$ cat src/hxmm_pkg.sv
// ----------------------------------------------------------------------------
// Hexacopter X motor mixer package
// Widths, mixing coefficients, register indexes and reset values shared by the
// mixer, together with the Q.15 truncation helper.
// ----------------------------------------------------------------------------
package hxmm_pkg;

  localparam int CmdW    = 12;  // throttle, stick, limits and motor width
  localparam int TermW   = 14;  // roll, pitch and yaw correction width
  localparam int SumW    = 32;  // Q.15 motor sum width
  localparam int MixW    = 17;  // integer motor value before limiting
  localparam int LimW    = 18;  // motor value after the excess shift
  localparam int CoefW   = 16;  // signed width of the Q1.15 coefficients
  localparam int ProdW   = TermW + CoefW;
  localparam int NMotors = 6;
  localparam int InDataW  = 72;
  localparam int OutDataW = 72;
  localparam int CfgIdxW  = 2;

  localparam logic signed [CoefW-1:0] QCos30 = 16'sd28377;
  localparam logic [CmdW-1:0] IdleCmd = 12'd1000;

  typedef enum logic [CfgIdxW-1:0] {
    REG_MIN_THROTTLE    = 2'd0,
    REG_MAX_THROTTLE    = 2'd1,
    REG_STICK_MIN_CHECK = 2'd2
  } cfg_reg_t;

  localparam logic [CmdW-1:0] MinThrottleRst   = 12'd1100;
  localparam logic [CmdW-1:0] MaxThrottleRst   = 12'd1900;
  localparam logic [CmdW-1:0] StickMinCheckRst = 12'd1100;

  typedef logic signed [MixW-1:0] mix_t;

  // Divides a Q.15 value by 2^15, rounding toward zero.
  function automatic mix_t q15_trunc(input logic signed [SumW-1:0] q);
    logic signed [SumW-1:0] adj;
    adj = q[SumW-1] ? q + 32'sd32767 : q;
    return adj[SumW-1:15];
  endfunction

endpackage

$ cat src/hex_x_motor_mixer.sv
// ----------------------------------------------------------------------------
// Hexacopter X motor mixer
// Mixes throttle with roll, pitch and yaw terms into six limited motor
// commands in a four-stage pipeline.
// ----------------------------------------------------------------------------
// The mixer takes one request per clock while the output is not stalled and
// returns one result per request. An accepted request is registered in
// stages one to four in turn and the result is driven from stage four. Stage one
// forms the 0.866 pitch product (the one multiplier) and decides the idle
// override, stage two adds the six Q.15 sums and truncates them toward zero,
// stage three finds the largest motor, and stage four shifts all motors down
// by any excess above max_throttle, clamps them to the limits and applies the
// idle command of 1000. Each stage holds its own valid bit and moves forward
// when the stage after it is empty or moving, so bubbles close up and an
// output stall backs up through the pipeline without losing or repeating a
// request. The limit registers are written through the plain write port and
// should be changed only while no request is in flight.
module hex_x_motor_mixer (
  input  logic                              clk,
  input  logic                              rst,
  // base_throttle[11:0], roll_term[25:12], pitch_term[39:26],
  // yaw_term[53:40], armed[54], alt_hold[55], stick_throttle[67:56], zero fill
  input  logic                              s_axis_tvalid,
  output logic                              s_axis_tready,
  input  logic [hxmm_pkg::InDataW-1:0]      s_axis_tdata,
  // motor0[11:0], motor1[23:12], motor2[35:24], motor3[47:36],
  // motor4[59:48], motor5[71:60]
  output logic                              m_axis_tvalid,
  input  logic                              m_axis_tready,
  output logic [hxmm_pkg::OutDataW-1:0]     m_axis_tdata,
  input  logic                              cfg_we,
  input  logic [hxmm_pkg::CfgIdxW-1:0]      cfg_index,
  input  logic [hxmm_pkg::CmdW-1:0]         cfg_data
);

  // Configuration registers.
  logic [hxmm_pkg::CmdW-1:0] min_throttle;
  logic [hxmm_pkg::CmdW-1:0] max_throttle;
  logic [hxmm_pkg::CmdW-1:0] stick_min_check;

  always_ff @(posedge clk) begin
    if (rst) begin
      min_throttle    <= hxmm_pkg::MinThrottleRst;
      max_throttle    <= hxmm_pkg::MaxThrottleRst;
      stick_min_check <= hxmm_pkg::StickMinCheckRst;
    end else if (cfg_we) begin
      unique case (hxmm_pkg::cfg_reg_t'(cfg_index))
        hxmm_pkg::REG_MIN_THROTTLE:    min_throttle    <= cfg_data;
        hxmm_pkg::REG_MAX_THROTTLE:    max_throttle    <= cfg_data;
        hxmm_pkg::REG_STICK_MIN_CHECK: stick_min_check <= cfg_data;
        default: ;
      endcase
    end
  end

  // Input fields.
  logic [hxmm_pkg::CmdW-1:0]         in_base;
  logic signed [hxmm_pkg::TermW-1:0] in_roll;
  logic signed [hxmm_pkg::TermW-1:0] in_pitch;
  logic signed [hxmm_pkg::TermW-1:0] in_yaw;
  logic                              in_armed;
  logic                              in_hold;
  logic [hxmm_pkg::CmdW-1:0]         in_stick;

  assign in_base  = s_axis_tdata[11:0];
  assign in_roll  = s_axis_tdata[25:12];
  assign in_pitch = s_axis_tdata[39:26];
  assign in_yaw   = s_axis_tdata[53:40];
  assign in_armed = s_axis_tdata[54];
  assign in_hold  = s_axis_tdata[55];
  assign in_stick = s_axis_tdata[67:56];

  // Stage valid bits and the ready chain: a stage may load when it is empty
  // or when its contents move on in the same cycle.
  logic v1, v2, v3, v4;
  logic rdy1, rdy2, rdy3, rdy4;

  assign rdy4 = !v4 || m_axis_tready;
  assign rdy3 = !v3 || rdy4;
  assign rdy2 = !v2 || rdy3;
  assign rdy1 = !v1 || rdy2;
  assign s_axis_tready = rdy1;
  assign m_axis_tvalid = v4;

  always_ff @(posedge clk) begin
    if (rst) begin
      v1 <= 1'b0;
      v2 <= 1'b0;
      v3 <= 1'b0;
      v4 <= 1'b0;
    end else begin
      if (rdy1) v1 <= s_axis_tvalid;
      if (rdy2) v2 <= v1;
      if (rdy3) v3 <= v2;
      if (rdy4) v4 <= v3;
    end
  end

  // Stage one: pitch product and the idle decision.
  logic [hxmm_pkg::CmdW-1:0]         t1;
  logic signed [hxmm_pkg::TermW-1:0] r1;
  logic signed [hxmm_pkg::TermW-1:0] y1;
  logic signed [hxmm_pkg::ProdW-1:0] cp1;
  logic                              idle1;

  // Both factors are sign-extended to the product width.
  logic signed [hxmm_pkg::ProdW-1:0] pitch_w;
  logic signed [hxmm_pkg::ProdW-1:0] cos30_w;

  assign pitch_w = {{(hxmm_pkg::ProdW-hxmm_pkg::TermW){in_pitch[hxmm_pkg::TermW-1]}},
                    in_pitch};
  assign cos30_w = {{(hxmm_pkg::ProdW-hxmm_pkg::CoefW){hxmm_pkg::QCos30[hxmm_pkg::CoefW-1]}},
                    hxmm_pkg::QCos30};

  always_ff @(posedge clk) begin
    if (rdy1 && s_axis_tvalid) begin
      t1    <= in_base;
      r1    <= in_roll;
      y1    <= in_yaw;
      cp1   <= pitch_w * cos30_w;
      idle1 <= !in_armed || (!in_hold && (in_stick < stick_min_check));
    end
  end

  // Stage two: the six Q.15 sums, truncated toward zero. The throttle and
  // the unit-weight terms are placed at 2^15, the half-weight roll at 2^14.
  logic signed [hxmm_pkg::SumW-1:0] tq, hr, fr, fy, cpx;
  logic signed [hxmm_pkg::SumW-1:0] q [hxmm_pkg::NMotors];

  assign tq  = {5'b0, t1, 15'b0};
  assign hr  = {{4{r1[hxmm_pkg::TermW-1]}}, r1, 14'b0};
  assign fr  = {{3{r1[hxmm_pkg::TermW-1]}}, r1, 15'b0};
  assign fy  = {{3{y1[hxmm_pkg::TermW-1]}}, y1, 15'b0};
  assign cpx = {{2{cp1[hxmm_pkg::ProdW-1]}}, cp1};

  always_comb begin
    q[0] = tq + hr + cpx - fy;
    q[1] = tq - hr - cpx + fy;
    q[2] = tq - hr + cpx + fy;
    q[3] = tq + hr - cpx - fy;
    q[4] = tq + fr + fy;
    q[5] = tq - fr - fy;
  end

  hxmm_pkg::mix_t m2 [hxmm_pkg::NMotors];
  logic           idle2;

  always_ff @(posedge clk) begin
    if (rdy2 && v1) begin
      for (int i = 0; i < hxmm_pkg::NMotors; i++) begin
        m2[i] <= hxmm_pkg::q15_trunc(q[i]);
      end
      idle2 <= idle1;
    end
  end

  // Stage three: the largest motor, through a small compare tree.
  hxmm_pkg::mix_t mx_a, mx_b, mx_c, mx_ab, mx_all;

  always_comb begin
    mx_a   = (m2[1] > m2[0]) ? m2[1] : m2[0];
    mx_b   = (m2[3] > m2[2]) ? m2[3] : m2[2];
    mx_c   = (m2[5] > m2[4]) ? m2[5] : m2[4];
    mx_ab  = (mx_b > mx_a) ? mx_b : mx_a;
    mx_all = (mx_c > mx_ab) ? mx_c : mx_ab;
  end

  hxmm_pkg::mix_t m3 [hxmm_pkg::NMotors];
  hxmm_pkg::mix_t mx3;
  logic           idle3;

  always_ff @(posedge clk) begin
    if (rdy3 && v2) begin
      m3    <= m2;
      mx3   <= mx_all;
      idle3 <= idle2;
    end
  end

  // Stage four: excess shift, clamp (floor first, then ceiling) and the idle
  // override, which wins over both limits.
  logic signed [hxmm_pkg::LimW-1:0] lo, hi, mxw;
  logic signed [hxmm_pkg::LimW-1:0] excess;
  logic signed [hxmm_pkg::LimW-1:0] sv [hxmm_pkg::NMotors];
  logic [hxmm_pkg::CmdW-1:0]        mot [hxmm_pkg::NMotors];

  assign lo     = {{(hxmm_pkg::LimW-hxmm_pkg::CmdW){1'b0}}, min_throttle};
  assign hi     = {{(hxmm_pkg::LimW-hxmm_pkg::CmdW){1'b0}}, max_throttle};
  assign mxw    = {mx3[hxmm_pkg::MixW-1], mx3};
  assign excess = (mxw > hi) ? (mxw - hi) : '0;

  always_comb begin
    for (int i = 0; i < hxmm_pkg::NMotors; i++) begin
      sv[i] = {m3[i][hxmm_pkg::MixW-1], m3[i]} - excess;
      if (sv[i] < lo) sv[i] = lo;
      if (sv[i] > hi) sv[i] = hi;
      mot[i] = idle3 ? hxmm_pkg::IdleCmd : sv[i][hxmm_pkg::CmdW-1:0];
    end
  end

  always_ff @(posedge clk) begin
    if (rdy4 && v3) begin
      m_axis_tdata <= {mot[5], mot[4], mot[3], mot[2], mot[1], mot[0]};
    end
  end

endmodule
$ cat config.mk
export PLATFORM = sky130hd
export DESIGN_NAME = hex_x_motor_mixer
export DESIGN_NICKNAME = d
export VERILOG_FILES = /design/src/hxmm_pkg.sv /design/src/hex_x_motor_mixer.sv
export SDC_FILE = /design/constraint.sdc
export NUM_CORES = 2
export LEC_CHECK = 0
export ABC_AREA = 1
export ABC_CLOCK_PERIOD_IN_PS = 9800
export CAP_MARGIN = 40
export CORE_MARGIN = 4
export CORE_UTILIZATION = 35
export CTS_CLUSTER_DIAMETER = 30
export DETAILED_ROUTE_END_ITERATION = 10
export DONT_BUFFER_PORTS = 1
export GPL_TIMING_DRIVEN = 1
export HOLD_SLACK_MARGIN = 0.03
export PLACE_DENSITY_LB_ADDON = 0.3
export REMOVE_ABC_BUFFERS = 1
export SYNTH_ARGS = -nofsm -noshare
export SYNTH_HDL_FRONTEND = slang
export SYNTH_SLANG_ARGS = --single-unit
$ cat constraint.sdc
create_clock -name clk -period 9.8 [get_ports clk]
set_input_delay 1.47 -clock clk [delete_from_list [all_inputs] [get_ports clk]]
set_output_delay 1.47 -clock clk [all_outputs]
set_load 0.02 [all_outputs]
==> flow_summary.yaml <==
synth:
  yosys-top-cells-count: "nand2_1 (1332), inv_1 (914), ha_1 (629)"
  synthesis.area_sq_um: 44100
  synthFlopType: "edfxtp_1"
  synthTopCellsByArea: "edfxtp_1 (25%), ha_1 (18%), nand2_1 (11%)"
  netlist.area_leader.share_pct: 24.51
  avgSynthCellArea_sq_um: 7.689
  synthCells: 5735
  yosys.area.top_type: "edfxtp_1"
  seq_area_frac_synth_pct: 26.33
  async_reset_ff_share_pct: 0
  synth-seq-cells: 400
  synth_edf_count: 360
  yosysMostFrequentCell: "nand2_1"
  synth_cell_types: 60
  yosys_warnings: 0
floorplanning:
  die_w_um: 363.0
  initial_core_util_pct: 35.44
  pin_count: 165
  fp.dieH_um: 363.0
  core-area_sq_um: 124400
  rows: 129
  die-area_sq_um: 131700
clock_tree:
  cts-root-buf: "clkbuf_16"
  clock_latency_ps: 690
  htreeDepth: 3
  clkSinkCount: 400
  cts_made_buffers: 89
  cts_resized: 0
  ctsHoldBuffers: 0
  post_cts.repair.setup_buffers: 0
  cts_tree: "built"
  cts_max_path_buffers: 3
  clk_pin_slew_ps: 50
routing:
  routed_wl_um: 140100
  ant_nets: 0
  wl_per_cell_um: 18.58
  viasPerCell: 5.061
  dr.pass1.iters: 6
  first_iter_violations: 2796
  dr_total_vias: 38150
  drcViolationCount: 0
hold_path:
  hold-path-cell-count: 0
  hold_path_class: "flop to flop"
sta:
  rsz0062_at_grt: "no"
  worstMarginPinSlew_ps: 909.9
  hold_viol_final: 0
  clock.fmax_mhz: 117.3
  setup_violations: 0
  fin_skew_ps: 69.04
  drv_slew: 0
  fin_hold_ws_ps: 411.1
  layout_min_cycle_time_ps: 8524
  finalCritPeriodShare_pct: 86.98
  timing.final.ws_setup_ps: 1276
  relSlewSlack_pct: 39.34
  finalSetupTns_ps: 0
grt:
  grt_pass1_vias: 37720
  grt_max_degree: 74
  grt_overflow: 0
  grt_use_total_pct: 21.09
  grt_pass1_wl_um: 216600
  antenna_found_initial: 2
layout:
  n_antenna_cell: 0
  area_growth_pct: 12.16
  drive_gt1_share_pct: 5.169
  fin_area_sq_um: 49460
  nets: 6719
worst_setup_path:
  cpMostUsedCell: "nand2_1"
  timing_worst_setup_path_type: "flop to flop"
  end_kind: "flop"
  crit_arrival_ps: 8920
  cp_data_required_time_ps: 10200
  crit_slowest_cell: "o21ai_0"
  max_stage_delay_ps: 460
  cp-start-kind: "flop"
  worstPathMaxFanout: 19
  ff2ff_path_depth: 45
place:
  gp_congestion: 0.9701
  dpl.hpwl_um: 120200
  dp_slack_ps: 1381
  io_buffers: 0
  placed_area_sq_um: 46330
run:
  drv_cap: 0
outcome:
  outcome: "complete, no violations"
## worst max-delay path, delay by kind of cell, from the launching register on
| kind | cells | cell delay, ps |
|---|---|---|
| XOR/XNOR | 1 | 180 |
| AO/OA/AOI/OAI | 13 | 2160 |
| adder cells (fa/ha/maj) | 5 | 1830 |
| AND/OR/NAND/NOR | 20 | 2690 |
| buffers and inverters | 6 | 1020 |
| flip-flops | 1 | 310 |
## cells in the final DEF, fill, tap and decap left out, drive strengths merged, types with 2 or more instances in the layout
| cell | count |
|---|---|
| o221ai | 2 |
| bufinv | 11 |
| and2 | 16 |
| clkinv | 39 |
| nor3 | 70 |
| nor2 | 419 |
| a21oi | 405 |
| o21bai | 19 |
| nand2 | 1352 |
| a21o | 35 |
| nand4 | 88 |
| o211ai | 30 |
| fa | 175 |
| clkinvlp | 11 |
| nor4 | 5 |
| xor2 | 183 |
| o21a | 10 |
| o21ai | 282 |
| edfxtp | 360 |
| a31oi | 21 |
| o31ai | 7 |
| nor4b | 2 |
| a21boi | 9 |
| ha | 629 |
| nand3 | 446 |
| buf | 49 |
| inv | 945 |
| dfxtp | 40 |
| nand3b | 44 |
| o2111ai | 5 |
| conb | 6 |
| or2 | 10 |
| a211oi | 11 |
| clkbuf | 98 |
| xnor2 | 57 |
## flip-flops by register name (all words and copies together), names as in the netlist
signal           cells
idle3                1
y1                  14
mx3                 17
v2                   1
min_throttle        12
m_axis_tdata        72
m3                  99
r1                  14
cp1                 30
stick_min_check     12
idle2                1
v3                   1
m2                  99
idle1                1
m_axis_tvalid        1
v1                   1
t1                  12
max_throttle        12
## area by class of cell
type,instances,area [sq um]
clock buffer,98,2261
clock inverter,69,874.6
fill,12750,74980
inverter,937,3523
multi-input combinational,4347,28780
sequential,400,11610
tap,1637,2048
timing repair buffer,49,367.9
## through the flow
| step | utilization (%) | cells |
|---|---|---|
| CTS | 39.75 | 7537 |
| floorplan | - | 5684 |
| detailed placement | 37.23 | 7370 |
| finish | 39.75 | 7537 |
| global route | 39.75 | 7537 |
| global placement | 37.22 | 7369 |
## worst paths after layout
path                                      start  slack, ps         endpoint
worst max register to register  max_throttle[3]       1280  m_axis_tdata[0]
worst max-delay path            max_throttle[3]       1280  m_axis_tdata[0]
worst min-delay path                      idle2        410            idle3
worst min register to register            idle2        410            idle3
## per-layer routing
layer | up-vias | GRT usage (%) | wire [um]
li1 | 19210 | - | -
met3 | 298 | 2.569 | 5687
met5 | - | 0 | 25
met2 | 981 | 37.25 | 67560
met4 | 4 | 9.011 | 6747
met1 | 17650 | 25.92 | 60030
## cells by family (layout without fill, tap and decap cells)
logic type | after synthesis | count (layout) | share of synthesized area [%]
other | 1 | 6 | 0.008504
XOR/XNOR | 240 | 240 | 4.835
buffers and inverters | 993 | 1153 | 8.521
flip-flops | 400 | 400 | 26.33
AND/OR/NAND/NOR | 2455 | 2455 | 23.91
AO/OA/AOI/OAI | 842 | 842 | 10.60
adder cells (fa/ha/maj) | 804 | 804 | 25.79
Power is left out: the tool's default activity adds up to more than one toggle a clock period on the data nets, which glitch-free logic cannot reach.
